**src/rtl/frame_border_profile_color_check_macros.svh**
```systemverilog
// Assertion macros used by the frame border profile checker queue module.
`ifndef FRAME_BORDER_PROFILE_COLOR_CHECK_MACROS_SVH
`define FRAME_BORDER_PROFILE_COLOR_CHECK_MACROS_SVH

// Check that cons holds in the same cycle as ante.
`define FBP_ASSERT_NOW(lbl, ante, cons, msg) \
  lbl: assert property (@(posedge clk_i) disable iff (!rst_ni) (ante) |-> (cons)) \
    else $error(msg);

// Check that cons holds in the cycle after ante.
`define FBP_ASSERT_NEXT(lbl, ante, cons, msg) \
  lbl: assert property (@(posedge clk_i) disable iff (!rst_ni) (ante) |=> (cons)) \
    else $error(msg);

`endif

```
**src/rtl/fbp_pkg.sv**
```systemverilog
// Types, constants and codes shared by the frame border profile checker.
package fbp_pkg;

  localparam int unsigned DefMaxWidth  = 1024;
  localparam int unsigned DefMaxHeight = 1024;

  localparam int unsigned SizeW    = 11;
  localparam int unsigned CntW     = 10;
  localparam int unsigned LevelW   = 8;
  localparam int unsigned LumW     = 10;
  localparam int unsigned StripW   = 17;
  localparam int unsigned TotalW   = 28;
  localparam int unsigned PixW     = 2 * SizeW;
  localparam int unsigned ProdW    = PixW + LevelW;
  localparam int unsigned DivW     = StripW + 3;
  localparam int unsigned DenW     = SizeW + 2;
  localparam int unsigned QDepth   = 4;
  localparam int unsigned QPtrW    = 2;
  localparam int unsigned QCntW    = 3;
  localparam int unsigned NCmd     = 3;
  localparam int unsigned AddrW    = 5;
  localparam int unsigned DataW    = 32;

  localparam logic [SizeW-1:0] ResetWidth  = 11'd640;
  localparam logic [SizeW-1:0] ResetHeight = 11'd480;
  localparam logic [SizeW-1:0] MinSize     = 11'd8;

  typedef enum logic [2:0] {
    REG_FRAME_WIDTH  = 3'd0,
    REG_FRAME_HEIGHT = 3'd1,
    REG_RED_THR      = 3'd2,
    REG_GREEN_THR    = 3'd3,
    REG_BLUE_THR     = 3'd4
  } reg_idx_e;

  typedef enum logic [2:0] {
    KIND_LEFT    = 3'd0,
    KIND_RIGHT   = 3'd1,
    KIND_TOP     = 3'd2,
    KIND_BOTTOM  = 3'd3,
    KIND_VERDICT = 3'd4
  } kind_e;

  typedef enum logic [1:0] {
    FR_IDLE,
    FR_READ,
    FR_UPDATE
  } front_state_e;

  typedef enum logic [1:0] {
    BK_IDLE,
    BK_DIV,
    BK_DONE
  } back_state_e;

  typedef struct packed {
    logic [LevelW-1:0] red_level;
    logic [LevelW-1:0] green_level;
    logic [LevelW-1:0] blue_level;
  } pixel_t;

  typedef struct packed {
    kind_e             kind;
    logic [CntW-1:0]   position;
    logic [LevelW-1:0] profile_level;
    logic              passed;
    logic              last;
  } result_t;

  typedef struct packed {
    kind_e             kind;
    logic [CntW-1:0]   position;
    logic [StripW-1:0] sum;
    logic              passed;
    logic              last;
  } cmd_t;

  typedef struct packed {
    logic [SizeW-1:0]  frame_width;
    logic [SizeW-1:0]  frame_height;
    logic [LevelW-1:0] red_threshold;
    logic [LevelW-1:0] green_threshold;
    logic [LevelW-1:0] blue_threshold;
  } cfg_t;

  typedef struct packed {
    logic [SizeW-1:0] width;
    logic [SizeW-1:0] height;
  } dims_t;

endpackage

```
**src/rtl/fbp_queue.sv**
```systemverilog
// Command queue between the front and back parts; takes up to three per cycle.
`include "frame_border_profile_color_check_macros.svh"
module fbp_queue (
  input  logic                       clk_i,
  input  logic                       rst_ni,
  input  logic [1:0]                 push_n_i,
  input  fbp_pkg::cmd_t              cmd_i [fbp_pkg::NCmd],
  input  logic                       pop_i,
  output fbp_pkg::cmd_t              cmd_o,
  output logic [fbp_pkg::QCntW-1:0]  cnt_o
);
  import fbp_pkg::*;

  cmd_t             mem_q [QDepth];
  logic [QPtrW-1:0] wp_q, rp_q;
  logic [QCntW-1:0] cnt_q;

  always_ff @(posedge clk_i) begin
    for (int k = 0; k < NCmd; k++) begin
      if (2'(k) < push_n_i) begin
        mem_q[wp_q + QPtrW'(k)] <= cmd_i[k];
      end
    end
  end

  always_ff @(posedge clk_i or negedge rst_ni) begin
    if (!rst_ni) begin
      wp_q  <= '0;
      rp_q  <= '0;
      cnt_q <= '0;
    end else begin
      wp_q  <= wp_q + QPtrW'(push_n_i);
      rp_q  <= rp_q + QPtrW'(pop_i);
      cnt_q <= cnt_q + QCntW'(push_n_i) - QCntW'(pop_i);
    end
  end

  assign cmd_o = mem_q[rp_q];
  assign cnt_o = cnt_q;

  `FBP_ASSERT_NOW(a_cnt_bound, 1'b1, cnt_q <= QCntW'(QDepth), "queue count above depth")
  `FBP_ASSERT_NOW(a_no_overflow, push_n_i != 2'd0,
                  (cnt_q + QCntW'(push_n_i)) <= QCntW'(QDepth), "queue overflow")
  `FBP_ASSERT_NOW(a_no_underflow, pop_i, cnt_q != '0, "pop from empty queue")

endmodule

```
**config.mk**
```make
export PLATFORM = sky130hd
export DESIGN_NAME = fbp_queue
export DESIGN_NICKNAME = d
export VERILOG_FILES = /design/src/rtl/fbp_pkg.sv /design/src/rtl/fbp_queue.sv
export VERILOG_INCLUDE_DIRS = /design/src /design/src/rtl
export SDC_FILE = /design/constraint.sdc
export NUM_CORES = 1
export LEC_CHECK = 0
export ABC_AREA = 1
export BUFFER_PORTS_ARGS = -buffer_cell sky130_fd_sc_hd__buf_2
export CAP_MARGIN = 25
export CORE_MARGIN = 2
export CORE_UTILIZATION = 30
export DETAILED_ROUTE_END_ITERATION = 7
export MAX_ROUTING_LAYER = met4
export SYNTH_ARGS = -nofsm -noshare
export SYNTH_HDL_FRONTEND = slang
export SYNTH_SLANG_ARGS = --single-unit
export TNS_END_PERCENT = 30
```
**constraint.sdc**
```tcl
create_clock -name clk_i -period 8.8 [get_ports clk_i]
set_input_delay 1.76 -clock clk_i [delete_from_list [all_inputs] [get_ports clk_i]]
set_output_delay 1.76 -clock clk_i [all_outputs]
set_load 0.01 [all_outputs]
```
======== Word level (Yosys, flattened, before mapping) ========
Memories as Yosys holds them, arrays and structs flattened.
Index checks and enable logic that the tools add are counted.
word-level totals
  bits in registers ....................... 7
  bits in writable memories ............... 128
  bits of input ports ..................... 101
  output and inout port bits .............. 35
  memories kept ........................... 1
memories
  name   depth  width  read ports  clocked after Yosys merged registers in  wr ports  RTL line         source
  mem_q  4      32     1           0                                        3         fbp_queue.sv:14  cmd_t mem_q [QDepth];
cells by class
  add/sub/neg operators ................... 6
  order comparisons ....................... 3
  muxes and demuxes ....................... 6
operators by type and width
  operator             number
  $mux 1               6
  $lt 1x2->1 const A   2
  $add 3x2->3          1
  $sub 3x1->3          1
  $add 2x1->2          1
  $add 2x1->2 const B  1
  $add 2x2->2          1
  $add 2x2->2 const B  1
  $lt 2x2->1 const A   1

======== Longest topological paths before layout ========
Gate-level depths: netlist (run 1).
  word-level depth ........................ 3
  mapped depth ............................ 8
  depth with buffers taken out ............ 8

======== Least setup slack after synthesis (run 1) ========
No wires, ideal clock.
  path kind ............................... input -> register
  from .................................... input push_n_i[1]
  to ...................................... memory mem_q[1][0] in the netlist's numbering, enable pin
  data arrival time ....................... 4.566 ns
  slack ................................... 3.763 ns
  cell stages on the path ................. 4
  buffers on the path ..................... 2
  cells stage by stage .................... buf_2 -> buf_2 -> nand2_1 -> a21boi_0
RTL lines
  item                RTL line         source
  start: declaration  fbp_queue.sv:6   input logic [1:0] push_n_i,
  end: declaration    fbp_queue.sv:14

==> results.py, run 1 <==
metrics = {
    "pwr": {
        "p_per_area_nw_per_um2": 338,
        "p_leak_uw": 0.00498,
        "vdd_drop_max_v": 0.000171,
    },
    "sta": {
        "clock_skew_ps": 6.77,
        "setup_viol": 0,
        "hold_violations": 0,
        "setup_tns_ps": 0,
        "tightest_slew_ps": 1040,
        "fmax_mhz": 226,
        "drv_slew": 0,
        "slew_headroom": 0.305,
        "fin_crit_sh": 0.503,
        "worst_hold_slack_ps": 593,
        "final.min_clock_period_ps": 4420,
        "rsz0062_at_grt": "false",
    },
    "yosys": {
        "yosysUniqueCellTypes": 24,
        "synthCells": 1202,
        "netlist_area_um2": 8670,
        "synth_seq_cells": 135,
        "ys_warn_count": 0,
        "seq_area_frac_synth": 0.463,
        "syn_avg_cell_area_um2": 7.22,
        "syn_nets": 1309,
    },
    "clocking": {
        "clk_latency_ps": 430,
        "cts_tree": "done",
        "cts_buffers": 17,
        "cts_setup_buffers": 0,
        "cts_max_path_buffers": 2,
        "cts.hold.buffers_added": 0,
        "clkTransAtPathRegs_ps": 60,
        "cts_root_buf": "clkbuf_16",
        "htreeDepth": 4,
        "cts_sinks": 135,
        "post_cts_resized": 0,
    },
    "floorplanning": {
        "rows": 62,
        "die-width_um": 174,
        "start_util": 0.304,
        "io-pin-count": 136,
        "core-area_um2": 28500,
        "chipHeight_um": 174,
        "dieArea_um2": 30300,
    },
    "placed_design": {
        "dp_cells": 1648,
        "dp_hpwl_um": 17200,
        "port_buffers": 135,
        "gp_congestion": 0.794,
    },
    "worst_setup_path": {
        "startpoint_type": "input pin",
        "cp_data_required_time_ps": 8970,
        "path_class": "input pin to register",
        "crit_fanout": 74,
        "cp.arrival_ps": 4590,
        "endpoint_kind": "register",
    },
    "cells_and_area": {
        "drive_above_1_share": 0.153,
        "instances_no_fill": 1683,
        "synthToLayoutAreaGrowth_pct": 18.1,
        "finish.net_count": 1391,
    },
    "route": {
        "drt_iter0_markers": 929,
        "antenna_left": 0,
        "num_vias": 8386,
        "post-route-drc-count": 0,
        "first_pass_iters": 7,
        "drt-vias-per-instance": 4.98,
        "wl_per_cell_um": 17.4,
        "drt-total-wl_um": 29300,
    },
    "global_route": {
        "track_usage": 0.200,
        "grt_max_degree": 93,
        "overflow": 0,
        "grt_pass1_wl_um": 44800,
        "grt_pass1_vias": 7790,
        "antenna_found_initial": 2,
    },
    "job": {
        "cap_violations": 0,
    },
    "run_status": {
        "status": "finished clean",
    },
    "worst_hold_path": {
        "min_path_type": "register to register",
    },
}
==> cell type report <==
type | count | area [µm²]
clock inverter | 15 | 185
antenna | 2 | 5.00
timing repair buffer | 146 | 778
multi-input combinational | 839 | 3800
tap | 384 | 480
clock buffer | 17 | 425
fill | 3020 | 18300
sequential | 135 | 4030
inverter | 145 | 544
==> cells by family after synthesis <==
kind of cell,synth area share
flip-flops,0.463
buffers and inverters,0.105
adder cells (fa/ha/maj),0.00952
AO/OA/AOI/OAI,0.0675
XOR/XNOR,0.00303
AND/OR/NAND/NOR,0.352
==> stage by stage <==
step	utilization	worst slack, ps	power (µW)	area [µm²]
2_1_floorplan	-	3760	2160	8670
3_3_place_gp	0.336	4100	2680	9600
3_5_place_dp	0.336	4020	2710	9600
4_1_cts	0.358	4450	3470	10200
5_1_grt	0.359	4190	3700	10200
6_report	0.359	4380	3460	10200
==> report_power, final <==
part / switching, µW / internal [µW]
sequential: 154 / 1090
combinational: 1010 / 443
clock: 288 / 470
==> cells in the mapped netlist <==
master,number,area (µm²)
a21boi_0,1,7.51
a21oi_1,33,165
buf_1,6,22.5
buf_2,37,185
buf_4,2,15.0
clkbuf_1,38,143
dfrtp_1,7,175
edfxtp_1,128,3840
fa_1,1,20.0
ha_1,5,62.6
inv_1,139,522
inv_2,6,22.5
nand2_1,525,1970
nand2_2,2,12.5
nand3_1,163,816
nand4_1,32,200
nand4_2,1,12.5
nor2_1,4,15.0
nor2_2,2,12.5
nor2_4,1,11.3
o211ai_1,33,248
o21ai_0,33,165
xnor2_1,1,8.76
xor2_1,2,17.5
==> state kept, by name, indices dropped and copies added (netlist names) <==
| name | cells |
|---|---|
| mem_q | 128 |
| wp_q | 2 |
| cnt_o | 3 |
| rp_q | 2 |
==> per-layer routing <==
metal  vias to the layer above  share of wire  GRT usage
li1                       4064              -          -
met2                       422           0.48      0.320
met3                        47          0.090     0.0402
met5                         -              0          -
met4                         0          0.019     0.0686
met1                      3853           0.41      0.254
==> path summary, 6_finish.rpt <==
kind                               startpoint                     end  slack [ps]  cells after the start
max                               push_n_i[1]  mem_q[1][29]$_DFFE_PP_        4380                      7
min                        cnt_o[2]$_DFF_PN0_      cnt_o[2]$_DFF_PN0_         590                      3
max reg2reg                 wp_q[0]$_DFF_PN0_  mem_q[1][29]$_DFFE_PP_        5280                      5
min reg2reg                cnt_o[2]$_DFF_PN0_      cnt_o[2]$_DFF_PN0_         590                      3
max in group asynchronous              rst_ni       wp_q[0]$_DFF_PN0_        7430                      1
min in group asynchronous              rst_ni      cnt_o[1]$_DFF_PN0_        1170                      1
==> worst max-delay path, stage by stage <==
cell and delay [ps]:
buf_2 80, buf_4 650, nand2_2 310, nor2_4 860, inv_2 570, nand3_1 240, nand2_1 80
==> cells in the final DEF (no fill, tap or decap), types with 3 or more instances in the layout <==
cell type and n:
nor2_4 4, inv_2 6, inv_1 137, nand2_1 525
buf_2 135, bufinv_16 4, o21ai_0 33, dfrtp_1 4
nand3_2 3, clkbuf_16 17, edfxtp_1 128, clkinvlp_4 3
nand3_1 160, ha_1 5, clkinv_2 6, o211ai_1 33
nor2_1 3, buf_4 10, nand4_1 32, clkinv_1 3
a21oi_1 32
Note: power is estimated with default switching activity, not from simulation.
==> run 2, diff against run 1 <==
==> constraint.sdc (replaced) <==
create_clock -name clk_i -period 3.6 [get_ports clk_i]
set_input_delay 0.72 -clock clk_i [delete_from_list [all_inputs] [get_ports clk_i]]
set_output_delay 0.72 -clock clk_i [all_outputs]
set_load 0.01 [all_outputs]
==> results.py, run 2 (synthesized netlist as in run 1, its figures left out) <==
metrics = {
    "run_status": {
        "status": "finished clean",
    },
    "route": {
        "antenna_left": 0,
        "dr.max_layer_used": "met4",
        "wl_per_cell_um": 18.0,
        "drt-vias-per-instance": 5.06,
        "num_vias": 8564,
        "first_pass_iters": 5,
        "wl_met3_um": 2830,
        "drt_iter0_markers": 997,
        "drt-total-wl_um": 30400,
        "met2_length_um": 14300,
        "post-route-drc-count": 0,
        "wirelength_met1_um": 12500,
    },
    "pwr": {
        "p_leak_uw": 0.00498,
        "vdd_drop_max_v": 0.000504,
        "p_per_area_nw_per_um2": 813,
    },
    "placed_design": {
        "dp_hpwl_um": 18500,
        "placed_area_um2": 9710,
        "gp_congestion": 0.856,
        "port_buffers": 135,
    },
    "clocking": {
        "cts_root_buf": "clkbuf_16",
        "post_cts_resized": 0,
        "cts.hold.buffers_added": 0,
        "cts_max_path_buffers": 2,
        "cts_setup_buffers": 0,
        "clk_latency_ps": 440,
        "cts_sinks": 135,
        "htreeDepth": 4,
        "cts_buffers": 17,
        "clkTransAtPathRegs_ps": 60,
        "cts_tree": "done",
    },
    "cells_and_area": {
        "synthToLayoutAreaGrowth_pct": 18.0,
        "top_register": "mem_q",
        "layout_commonest_cell": "nand2_1",
        "finish.net_count": 1401,
        "n_fill_cell": 3036,
        "layout_common_cells": "nand2_1, nand3_1, inv_1, buf_2, edfxtp_1",
        "drive_above_1_share": 0.156,
        "largest_reg_flops": 128,
        "finalInstanceArea_um2": 10200,
    },
    "job": {
        "cap_violations": 0,
    },
    "sta": {
        "slew_headroom": 0.295,
        "clock_skew_ps": 11.4,
        "drv_slew": 0,
        "final.min_clock_period_ps": 2960,
        "tightest_slew_ps": 1060,
        "setup_viol": 0,
        "hold_violations": 0,
        "fmax_mhz": 338,
        "rsz0062_at_grt": "false",
        "setup_tns_ps": 0,
        "fin_crit_sh": 0.822,
    },
    "global_route": {
        "grt_pass1_vias": 8003,
        "grt_pass1_wl_um": 46100,
        "grt_max_degree": 81,
        "track_usage": 0.205,
        "antenna_found_initial": 3,
        "overflow": 0,
    },
    "worst_setup_path": {
        "startpoint": "rp_q[1]$_DFF_PN0_",
        "startpoint_type": "register",
        "path_class": "register to output pin",
        "cp_data_required_time_ps": 2880,
        "crit_fanout": 46,
        "endpoint_kind": "output pin",
        "cp.arrival_ps": 2240,
        "reg2reg_from": "wp_q[0]$_DFF_PN0_",
    },
    "floorplanning": {
        "chipHeight_um": 174,
        "die-width_um": 174,
        "core-area_um2": 28500,
        "dieArea_um2": 30300,
        "io-pin-count": 136,
        "start_util": 0.304,
        "rows": 62,
    },
    "worst_hold_path": {
        "min_path_type": "input pin to async pin",
    },
}
## run 2: metrics by stage
step / utilization / hold WS (ps) / worst slack [ps] / total power (µW) / std cells
finish: 0.359 / 127 / 640 / 8320 / 1692
global route: 0.359 / 133 / 527 / 8870 / 1691
CTS: 0.358 / 126 / 652 / 8350 / 1688
detailed placement: 0.340 / 577 / 681 / 6770 / 1659
global placement: 0.340 / 575 / 728 / 6700 / 1659
floorplan: - / 424 / 266 / 5270 / 1202
## run 2: worst paths after layout
kind,endpoint,slack (ps),cells past startpoint
min in group clk_i,rp_q[0]$_DFF_PN0_,540,2
min,cnt_o[0]$_DFF_PN0_,130,1
max,cmd_o[24],640,5
max reg2reg,mem_q[1][31]$_DFFE_PP_,710,6
min reg2reg,cnt_o[2]$_DFF_PN0_,580,3
max in group asynchronous,rp_q[0]$_DFF_PN0_,3280,1
## run 2: cell type report
class / count / area (µm²) / share of cell area
sequential: 135 / 4030 / 0.393
antenna: 4 / 10.0 / 0.000978
clock buffer: 18 / 429 / 0.0419
inverter: 145 / 544 / 0.0532
timing repair buffer: 156 / 858 / 0.0838
clock inverter: 11 / 87.6 / 0.00856
tap: 384 / 480 / 0.0469
multi-input combinational: 839 / 3800 / 0.371
## run 2: power breakdown
group	internal (µW)	total (µW)	switching, µW	leakage (µW)
Sequential	2670	3090	415	0.00130
Clock	924	1600	679	0.000236
Combinational	1140	3630	2490	0.00344
## run 2: critical path, cell delays in order (launching register included)
cell     delay [ps]
dfrtp_2        1050
buf_4           330
a21oi_1          50
o21ai_0          90
nand2_1         100
buf_2           150
## run 2: metal layers
metal,global-route usage,up-vias
li1,-,4084
met1,0.261,3992
met2,0.321,445
met3,0.0418,43
met4,0.0795,0
met5,-,-
