### config.mk
export PLATFORM = sky130hd
export DESIGN_NAME = fbp_back
export DESIGN_NICKNAME = d
export VERILOG_FILES = /design/src/rtl/frame_border_profile_color_check_macros.svh /design/src/rtl/fbp_pkg.sv /design/src/rtl/fbp_back.sv
export SDC_FILE = /design/constraint.sdc
export NUM_CORES = 1
export LEC_CHECK = 0
export ABC_CLOCK_PERIOD_IN_PS = 5200
export BUFFER_PORTS_ARGS = -buffer_cell sky130_fd_sc_hd__buf_4
export CAP_MARGIN = 20
export CORE_MARGIN = 5
export CORE_UTILIZATION = 59
export CTS_BUF_LIST = sky130_fd_sc_hd__clkbuf_4 sky130_fd_sc_hd__clkbuf_8
export DETAILED_ROUTE_END_ITERATION = 8
export PLACE_DENSITY = 0.85
export RECOVER_POWER = 50
export SYNTH_ARGS = -nofsm -noshare
export SYNTH_HDL_FRONTEND = slang
export SYNTH_SLANG_ARGS = --single-unit
### constraint.sdc
create_clock -name clk_i -period 5.2 [get_ports clk_i]
set_clock_uncertainty 0.2 [all_clocks]
set_input_delay 0 -clock clk_i [delete_from_list [all_inputs] [get_ports clk_i]]
set_output_delay 0 -clock clk_i [all_outputs]
set_load 0.1 [all_outputs]
### src/rtl/frame_border_profile_color_check_macros.svh
// Assertion macros used by the frame border profile checker queue module.
`ifndef FRAME_BORDER_PROFILE_COLOR_CHECK_MACROS_SVH
`define FRAME_BORDER_PROFILE_COLOR_CHECK_MACROS_SVH

// Check that cons holds in the same cycle as ante.
`define FBP_ASSERT_NOW(lbl, ante, cons, msg) \
  lbl: assert property (@(posedge clk_i) disable iff (!rst_ni) (ante) |-> (cons)) \
    else $error(msg);

// Check that cons holds in the cycle after ante.
`define FBP_ASSERT_NEXT(lbl, ante, cons, msg) \
  lbl: assert property (@(posedge clk_i) disable iff (!rst_ni) (ante) |=> (cons)) \
    else $error(msg);

`endif

### src/rtl/fbp_pkg.sv
// Types, constants and codes shared by the frame border profile checker.
package fbp_pkg;

  localparam int unsigned DefMaxWidth  = 1024;
  localparam int unsigned DefMaxHeight = 1024;

  localparam int unsigned SizeW    = 11;
  localparam int unsigned CntW     = 10;
  localparam int unsigned LevelW   = 8;
  localparam int unsigned LumW     = 10;
  localparam int unsigned StripW   = 17;
  localparam int unsigned TotalW   = 28;
  localparam int unsigned PixW     = 2 * SizeW;
  localparam int unsigned ProdW    = PixW + LevelW;
  localparam int unsigned DivW     = StripW + 3;
  localparam int unsigned DenW     = SizeW + 2;
  localparam int unsigned QDepth   = 4;
  localparam int unsigned QPtrW    = 2;
  localparam int unsigned QCntW    = 3;
  localparam int unsigned NCmd     = 3;
  localparam int unsigned AddrW    = 5;
  localparam int unsigned DataW    = 32;

  localparam logic [SizeW-1:0] ResetWidth  = 11'd640;
  localparam logic [SizeW-1:0] ResetHeight = 11'd480;
  localparam logic [SizeW-1:0] MinSize     = 11'd8;

  typedef enum logic [2:0] {
    REG_FRAME_WIDTH  = 3'd0,
    REG_FRAME_HEIGHT = 3'd1,
    REG_RED_THR      = 3'd2,
    REG_GREEN_THR    = 3'd3,
    REG_BLUE_THR     = 3'd4
  } reg_idx_e;

  typedef enum logic [2:0] {
    KIND_LEFT    = 3'd0,
    KIND_RIGHT   = 3'd1,
    KIND_TOP     = 3'd2,
    KIND_BOTTOM  = 3'd3,
    KIND_VERDICT = 3'd4
  } kind_e;

  typedef enum logic [1:0] {
    FR_IDLE,
    FR_READ,
    FR_UPDATE
  } front_state_e;

  typedef enum logic [1:0] {
    BK_IDLE,
    BK_DIV,
    BK_DONE
  } back_state_e;

  typedef struct packed {
    logic [LevelW-1:0] red_level;
    logic [LevelW-1:0] green_level;
    logic [LevelW-1:0] blue_level;
  } pixel_t;

  typedef struct packed {
    kind_e             kind;
    logic [CntW-1:0]   position;
    logic [LevelW-1:0] profile_level;
    logic              passed;
    logic              last;
  } result_t;

  typedef struct packed {
    kind_e             kind;
    logic [CntW-1:0]   position;
    logic [StripW-1:0] sum;
    logic              passed;
    logic              last;
  } cmd_t;

  typedef struct packed {
    logic [SizeW-1:0]  frame_width;
    logic [SizeW-1:0]  frame_height;
    logic [LevelW-1:0] red_threshold;
    logic [LevelW-1:0] green_threshold;
    logic [LevelW-1:0] blue_threshold;
  } cfg_t;

  typedef struct packed {
    logic [SizeW-1:0] width;
    logic [SizeW-1:0] height;
  } dims_t;

endpackage

### src/rtl/fbp_back.sv
// Back part: turns commands into results through a shared bit-serial divider.
module fbp_back (
  input  logic                       clk_i,
  input  logic                       rst_ni,
  input  logic [fbp_pkg::QCntW-1:0]  q_cnt_i,
  input  fbp_pkg::cmd_t              q_cmd_i,
  output logic                       q_pop_o,
  input  fbp_pkg::dims_t             dims_i,
  output logic                       empty,
  input  logic                       pop,
  output fbp_pkg::result_t           result_o
);
  import fbp_pkg::*;

  back_state_e       state_q, state_d;
  cmd_t              cmd_q;
  logic [DivW-1:0]   num_q;
  logic [DenW-1:0]   den_q;
  logic [LevelW-1:0] quo_q;
  logic [2:0]        bit_q;
  result_t           out_q;
  logic              out_valid_q;

  logic [SizeW-1:0]  dim;
  logic [DenW-1:0]   den;
  logic [DivW-1:0]   num;
  logic              sat, fits, load;
  logic [DivW:0]     trial;

  always_comb begin
    dim   = (q_cmd_i.kind == KIND_LEFT || q_cmd_i.kind == KIND_RIGHT) ?
            dims_i.width : dims_i.height;
    den   = (DenW'(dim) << 1) + DenW'(dim);
    num   = {q_cmd_i.sum, 3'b000};
    sat   = {1'b0, num} >= ((DivW+1)'(den) << 8);
    trial = (DivW+1)'(den_q) << bit_q;
    fits  = {1'b0, num_q} >= trial;
    load  = (state_q == BK_DONE) && (!out_valid_q || pop);
  end

  assign q_pop_o = (state_q == BK_IDLE) && (q_cnt_i != '0);

  always_comb begin
    state_d = state_q;
    unique case (state_q)
      BK_IDLE: begin
        if (q_pop_o) begin
          state_d = (q_cmd_i.kind == KIND_VERDICT || sat) ? BK_DONE : BK_DIV;
        end
      end
      BK_DIV:  if (bit_q == 3'd0) state_d = BK_DONE;
      BK_DONE: if (load) state_d = BK_IDLE;
      default: state_d = BK_IDLE;
    endcase
  end

  always_ff @(posedge clk_i) begin
    if (q_pop_o) begin
      cmd_q <= q_cmd_i;
      num_q <= num;
      den_q <= den;
      bit_q <= 3'd7;
      quo_q <= (sat && q_cmd_i.kind != KIND_VERDICT) ? '1 : '0;
    end else if (state_q == BK_DIV) begin
      // Restoring step: take one quotient bit per cycle, high bit first.
      if (fits) begin
        num_q        <= num_q - DivW'(trial);
        quo_q[bit_q] <= 1'b1;
      end
      bit_q <= bit_q - 3'd1;
    end
    if (load) begin
      out_q <= '{kind: cmd_q.kind, position: cmd_q.position, profile_level: quo_q,
                 passed: cmd_q.passed, last: cmd_q.last};
    end
  end

  always_ff @(posedge clk_i or negedge rst_ni) begin
    if (!rst_ni) begin
      state_q     <= BK_IDLE;
      out_valid_q <= 1'b0;
    end else begin
      state_q <= state_d;
      if (load) begin
        out_valid_q <= 1'b1;
      end else if (pop) begin
        out_valid_q <= 1'b0;
      end
    end
  end

  assign empty    = !out_valid_q;
  assign result_o = out_q;

endmodule

======== Yosys cells after proc, flatten, opt, wreduce, memory -nomap -nowiden ========
Cells that the tools add are included.
storage, ports and cells
  flip-flop bits (word level) ............. 85
  bits of input ports ..................... 60
  output and inout port bits .............. 25
cells by class
  add/subtract/negate cells ............... 3
  order comparisons ....................... 4
  eq/ne operators ......................... 8
  shifts and indexed selects .............. 1
  muxes and demuxes ....................... 17
  bitwise gates (word level) .............. 1
  reductions and logical operators ........ 18
operator list
  cell                                                                                 number
  20-bit 2-to-1 mux                                                                    3
  20-bit by 21-bit greater-or-equal comparator with 1-bit output                       2
  8-bit 2-to-1 mux                                                                     4
  13-bit by 3-bit left shift with 21-bit output                                        1
  20-bit subtractor                                                                    1
  12-bit by 11-bit adder with 13-bit output                                            1
  11-bit 2-to-1 mux                                                                    1
  2-bit 2-to-1 mux                                                                     4
  8-bit bitwise OR                                                                     1
  3-bit logical NOT                                                                    2
  2-bit inequality test, second input constant                                         3
  2-bit case mux with 3 select lines                                                   1
  2-bit nonzero test                                                                   3
  1-bit logical AND                                                                    4
  3-bit by 4-bit < comparator with 1-bit output, second input constant                 1
  2-bit AND reduction                                                                  2
  1-bit demux with 3-bit select                                                        1
  3-bit by 1-bit == test with 1-bit output, second input constant                      1
  3-bit == test, second input constant                                                 1
  3-bit by 1-bit greater-or-equal comparator with 1-bit output, second input constant  1
  1-bit logical OR                                                                     3
  1-bit 2-to-1 mux                                                                     3
  3-bit inequality test, second input constant                                         1
  3-bit AND reduction                                                                  1
  other kinds (6)                                                                      6

======== Longest topological paths before layout ========
  word-level depth ........................ 9
  depth in mapped cells ................... 19
  mapped depth without buffers ............ 18

======== Least setup slack after synthesis ========
No wires, ideal clock.
  path type ............................... reg2reg
  start point ............................. reg bit_q[0]
  end point ............................... reg num_q[10] (enable)
  setup time .............................. 0.383 ns
  arrival time ............................ 3.442 ns
  data required time ...................... 4.617 ns
  setup slack ............................. 1.175 ns
  cell stages (with the launch flop) ...... 15
  clock period less this slack ............ 4.025 ns
  cells stage by stage .................... dfxtp_1 -> clkbuf_1 -> inv_1 -> clkbuf_1 -> o21ai_0 -> mux2i_1 -> ha_1 -> clkbuf_1 -> and4_1 -> and4_1 -> inv_1 -> a31oi_1 -> o31a_2 -> buf_6 -> or2_1
on the way
  word-level cells in the longest chain between the ends .. 4
RTL lines
  item                                                            line            RTL
  from (decl)                                                     fbp_back.sv:20  logic [2:0] bit_q;
  from (signal assigned)                                          fbp_back.sv:70  bit_q <= bit_q - 3'd1;
  13-bit by 3-bit left shift with 21-bit output                   fbp_back.sv:36  trial = (DivW+1)'(den_q) << bit_q;
  20-bit by 21-bit greater-or-equal comparator with 1-bit output  fbp_back.sv:37  fits = {1'b0, num_q} >= trial;
  2-bit nonzero test (no source line)                             --
  2-bit AND reduction (no source line)                            --
  to (signal assigned)                                            fbp_back.sv:60  num_q <= num;
  to (signal assigned)                                            fbp_back.sv:67  num_q <= num_q - DivW'(trial);
  to (decl)                                                       fbp_back.sv:17  logic [DivW-1:0] num_q;
No other way between the ends.
A chain may end at the register's enable or synchronous reset.

======== Worst setup path in the final report ========
  start point ............................. in q_cmd_i[30] (netlist bit)
  end point ............................... reg quo_q[2] (data pin)
on the way
  word-level cells in the longest chain between the ends .. 8
RTL lines
  item                                                                                  line            RTL
  from (decl)                                                                           fbp_back.sv:6   input fbp_pkg::cmd_t q_cmd_i,
  3-bit by 1-bit == test with 1-bit output / 3-bit logical NOT (equally long branches)  fbp_back.sv:31  dim = (q_cmd_i.kind == KIND_LEFT || q_cmd_i.kind == KIND_RIGHT) ?
  1-bit logical OR                                                                      fbp_back.sv:31
  11-bit 2-to-1 mux                                                                     fbp_back.sv:31
  12-bit by 11-bit adder with 13-bit output                                             fbp_back.sv:33  den = (DenW'(dim) << 1) + DenW'(dim);
  20-bit by 21-bit greater-or-equal comparator with 1-bit output                        fbp_back.sv:35  sat = {1'b0, num} >= ((DivW+1)'(den) << 8);
  1-bit logical AND *                                                                   fbp_back.sv:63  quo_q <= (sat && q_cmd_i.kind != KIND_VERDICT) ? '1 : '0;
  8-bit 2-to-1 mux *                                                                    fbp_back.sv:63
  8-bit 2-to-1 mux *                                                                    fbp_back.sv:58  if (q_pop_o) begin
  to (signal assigned)                                                                  fbp_back.sv:63
  to (decl)                                                                             fbp_back.sv:19  logic [LevelW-1:0] quo_q;
Mark *: on every way between the ends. The rest lies on a longest branch, timed or not.

==> out/qor_table.md <==
| Step | Quantity | This run |
| --- | --- | --- |
| run status | Run status | complete, but fails checks |
| run status | Failing checks | capacitance limit, slew limit |
| floorplanning | Placement Rows | 35 |
| power and ir drop | Pleak | 2.74 nW |
| worst setup path | Crit path max fanout | 8 |
| sta | Fmax achieved | 207 MHz |
| worst setup path | Critical Path Sink | quo_q[2] |
| floorplanning | Height of the die | 106 µm |
| worst setup path | Category of the worst setup path capture point | flop |
| placed design | Port bufs | 84 |
| hold path | Hold path cells | 3 |
| drt | Number of remaining DRC errors | 0 |
| synth | Predominant post-synthesis flop cell | edfxtp_1 |
| floorplanning | Overall die width | 106 µm |
| layout | Nets@finish | 735 |
| grt | First-pass GRT wire length | 22.5 mm |
| synth | Share of synthesized registers carrying an async set or reset | 3.53% |
| drt | Final wirelength | 13.9 mm |
| synth | Cells after Synth | 500 |
| worst setup path | Critical path cell sequence | dlygate4sd3_1, clkbuf_1, nor2_2, mux2_2, ha_1, fa_1, a21o_1, a21oi_1, a21o_1, o211ai_1, a31oi_1, o21bai_1, xnor2_1, ha_1, nor2_1, nor2_1, o41ai_1, a211oi_1, nor2_1, nand2_1 |
| layout | Area taken by multi-input logic gates | 2800 µm² |
| worst setup path | Worst Path Class, Setup | in -> reg |
| drt | 1st-pass router iterations | 5 |
| synth | Number of library cell types mapped by synthesis | 68 |
| cts | CTS tree | yes |
| cts | Clock-pin transition on the worst setup and hold timing paths | 0.10 ns |
| synth | Flop and latch count out of synthesis | 85 |
| placed design | Routability-driven placement congestion ratio | 0.909 |
| sta | RSZ-0062 raised after global routing | no |
| synth | Synthesized area | 5470 µm² |
| sta | Tcrit/Tclk final | 92.7% |
| hold path | Type of the most critical hold path | in -> reg |
| worst setup path | Kind of cell adding the most delay to the critical path | compound AO/OA/AOI/OAI gates |
| worst setup path | Cell count of the worst reg-to-reg path | 11 |
| grt | Overall global routing resource usage | 25.5% |
| sta | Sum of negative setup slack | 0 ns |
| cts | H-tree depth | 3 |
| worst setup path | Worst-path cell with the longest stage delay | a211oi_1 |
| worst setup path | Capture instance of the worst register-to-register path | num_q[12] |
| grt | Number of antenna violations at the first check in global routing | 0 |
| sta | Time the worst path needs with I/O delays and setup | 4.82 ns |
| synth | Mean cell area of the mapped netlist | 10.9 µm² |
| drt | Wire length per cell after detailed routing | 18.6 µm |
| grt | Number of global-route vias before repair | 4543 |
| synth | Proportion of synthesized chip area in sequential cells | 45.3% |
| drt | Detailed-route via count | 4493 |
| grt | Maximum number of pins on one net before global-route repair | 58 |
| worst setup path | Setup slack of the worst register-to-register path | 0.54 ns |
| synth | Synthesis Warnings | 0 |
| cts | Clock tree sinks | 85 |
| layout | Layout area overhead | 23.1% |
| worst setup path | Cell occurring most often along the worst timing path | nor2_1 |
| floorplanning | Effective utilization at floorplan | 59.8% |
| drt | Antenna Nets Post-Route | 0 |
| synth | Net count after synthesis | 606 |
| worst setup path | Logic depth of the worst setup path including buffers | 20 |
| worst setup path | Delay contributed by the slowest stage of the critical path | 0.81 ns |
| layout | # fillers | 615 |
| cts | Max Buffers Root-to-Sink | 2 |
| worst setup path | Startpoint of the worst register-to-register path | bit_q[0] |
| worst setup path | Launching element of the worst setup path | q_cmd_i[30] |
| power and ir drop | Peak VDD IR | 0.000332 V |
| worst setup path | Kind of start point of the critical path | input pin |
| sta | Number of pins exceeding their max-slew limit in the final report | 58 |
| synth | Number of enable flip-flop cells after synthesis | 76 |
| power and ir drop | Total power density per cell area | 723 nW/µm² |
| sta | Worst slew margin | -97.0% |
| floorplanning | Die ar. | 11300 µm² |
| grt | Total gr overflow | 0 |
| run | Number of max-cap violations | 1 |
| sta | Final-report setup violation count | 0 |
| layout | Combined flip-flop and latch cell area | 2480 µm² |
| worst setup path | Combined buffer and inverter count along the critical path | 2 |
| floorplanning | Number of top-level pins | 85 |
| placed design | Sum of net half-perimeters after detailed placement | 9.98 mm |
| sta | Final-report hold violation count | 0 |
| cts | Clock root buffer | clkbuf_8 |
| layout | Final non-filler cell area | 6740 µm² |
| layout | End-of-flow core utilization | 73.6% |
| drt | Number of DRC markers in iteration 0 | 328 |
| cts | Clock latency on the worst-skew pair | 0.37 ns |
| cts | Cts bufs inserted | 9 |
| worst setup path | WP data required | 5.21 ns |
| worst setup path | Worst EP arrival | 4.83 ns |
| cts | Buffers inserted by post-CTS timing repair | 0 |
| layout | Antenna diodes | 0 |
| placed design | Placement-stage cell area | 6220 µm² |
| floorplanning | Placeable core region | 9150 µm² |
| sta | Transition time at the pin with the least slew margin | 2.96 ns |
| drt | Via/cell ratio | 6.03 |
| layout | Fraction of final layout cells sized beyond drive strength 1 | 16.6% |
worst reg2reg max path, stage by stage (launching register included):
cell	delay (ns)
dfxtp_1	0.72
inv_1	0.41
mux2i_1	0.30
nand2_1	0.11
ha_1	0.38
nand2_1	0.09
a211oi_1	0.59
o21ai_2	0.14
a31oi_1	0.19
o31a_2	0.51
or2_1	0.45
buf_4	0.29
layer usage:
metal / part of all wire (%) / vias up / track usage, %
met2: 51 / 171 / 43.8
met1: 40 / 2158 / 32.8
met5: 0 / - / 0
met3: 6.4 / 29 / 2.98
met4: 2.8 / 0 / 10.1
li1: - / 2135 / -
cells in the final DEF, fill, tap and decap left out, types with 9 or more instances in the layout:
cell	count
o21ai_0	18
a21o_1	9
nand2_1	28
buf_4	49
clkbuf_4	13
ha_1	44
a22o_1	16
xnor2_1	24
clkbuf_8	9
edfxtp_1	76
dlygate4sd3_1	43
inv_1	27
clkbuf_1	29
a21oi_1	34
mux2i_1	21
nor2_1	43
how the worst min path moves through the flow:
stage	start	to
5_1_grt	dims_i[13]	den_q[2]
6_report	dims_i[1]	den_q[2]
4_1_cts	dims_i[12]	den_q[2]
3_5_place_dp	rst_ni	out_valid_q
3_3_place_gp	rst_ni	out_valid_q
2_1_floorplan	rst_ni	out_valid_q
kinds of logic (layout without fill, tap and decap cells):
kind of cell | count (synthesis) | count (layout) | synth area share [%]
AO/OA/AOI/OAI | 130 | 130 | 16.3
AND/OR/NAND/NOR | 130 | 130 | 11.9
flip-flops | 85 | 85 | 45.3
adder cells (fa/ha/maj) | 46 | 46 | 10.8
buffers and inverters | 46 | 180 | 3.45
multiplexers | 34 | 34 | 7.64
XOR/XNOR | 29 | 29 | 4.64
cells in the mapped netlist (3+ instances only):
| cell type | instances | share of area (%) |
|---|---|---|
| ha_1 | 44 | 10 |
| nor2b_1 | 8 | 0.91 |
| o21a_1 | 8 | 1.1 |
| nand4_1 | 3 | 0.34 |
| and4_1 | 4 | 0.64 |
| a211oi_1 | 8 | 1.1 |
| xor2_1 | 5 | 0.80 |
| xnor2_1 | 24 | 3.8 |
| or3_1 | 4 | 0.46 |
| a22o_1 | 16 | 2.6 |
| o21ai_1 | 4 | 0.37 |
| clkbuf_1 | 12 | 0.82 |
| nand3_1 | 5 | 0.46 |
| o21ai_0 | 18 | 1.6 |
| dfrtp_1 | 3 | 1.4 |
| o211ai_1 | 5 | 0.69 |
| mux4_2 | 5 | 2.1 |
| nor3_1 | 8 | 0.73 |
| inv_1 | 28 | 1.9 |
| and3_1 | 4 | 0.46 |
| dfxtp_1 | 6 | 2.2 |
| nor2_1 | 43 | 2.9 |
| a21oi_1 | 34 | 3.1 |
| nand2b_1 | 7 | 0.80 |
| mux2_2 | 6 | 1.2 |
| mux2i_1 | 21 | 3.8 |
| edfxtp_1 | 76 | 42 |
| a21o_1 | 9 | 1.2 |
| nand2_1 | 28 | 1.9 |
| a31oi_1 | 6 | 0.69 |
where the power goes:
| part | switching (mW) | total (mW) | leakage (nW) | internal [mW] |
|---|---|---|---|---|
| registers | 0.174 | 1.36 | 0.810 | 1.18 |
| logic | 1.85 | 3.04 | 1.83 | 1.18 |
| clock network | 0.286 | 0.477 | 0.103 | 0.191 |
| total | 2.31 | 4.87 | 2.74 | 2.55 |
registers in the layout (all words and copies together) (netlist names):
| name | flops |
|---|---|
| den_q | 13 |
| state_q | 2 |
| out_valid_q | 1 |
| num_q | 20 |
| cmd_q | 15 |
| quo_q | 8 |
| bit_q | 3 |
| result_o | 23 |
cell type report:
cell class / count / share of cell area [%]
sequential: 85 / 36.8
multi-input combinational: 369 / 41.6
timing repair buffer: 134 / 14.9
tap: 111 / 2.06
clock buffer: 9 / 1.84
inverter: 30 / 1.67
clock inverter: 7 / 1.13
through the flow:
| stage | std cells | worst slack, ns | power [mW] | hold WS, ns |
|---|---|---|---|---|
| after floorplan | 500 | 1.18 | 3.66 | -0.496 |
| after global placement | 686 | 0.548 | 4.21 | -0.409 |
| after detailed placement | 686 | 0.450 | 4.31 | -0.409 |
| after CTS | 745 | 0.399 | 4.83 | 0.00891 |
| after global routing | 745 | 0.0135 | 5.22 | 0.0381 |
| final | 745 | 0.380 | 4.87 | 0.0101 |
timing repair:
item / in CTS / in global routing
gates resized for setup: 0 / 1
setup endpoints to repair: 0 / 10
hold buffers: 43 / 0
hold endpoints to repair: 44 / 0
(Power assumes the default switching activity.)
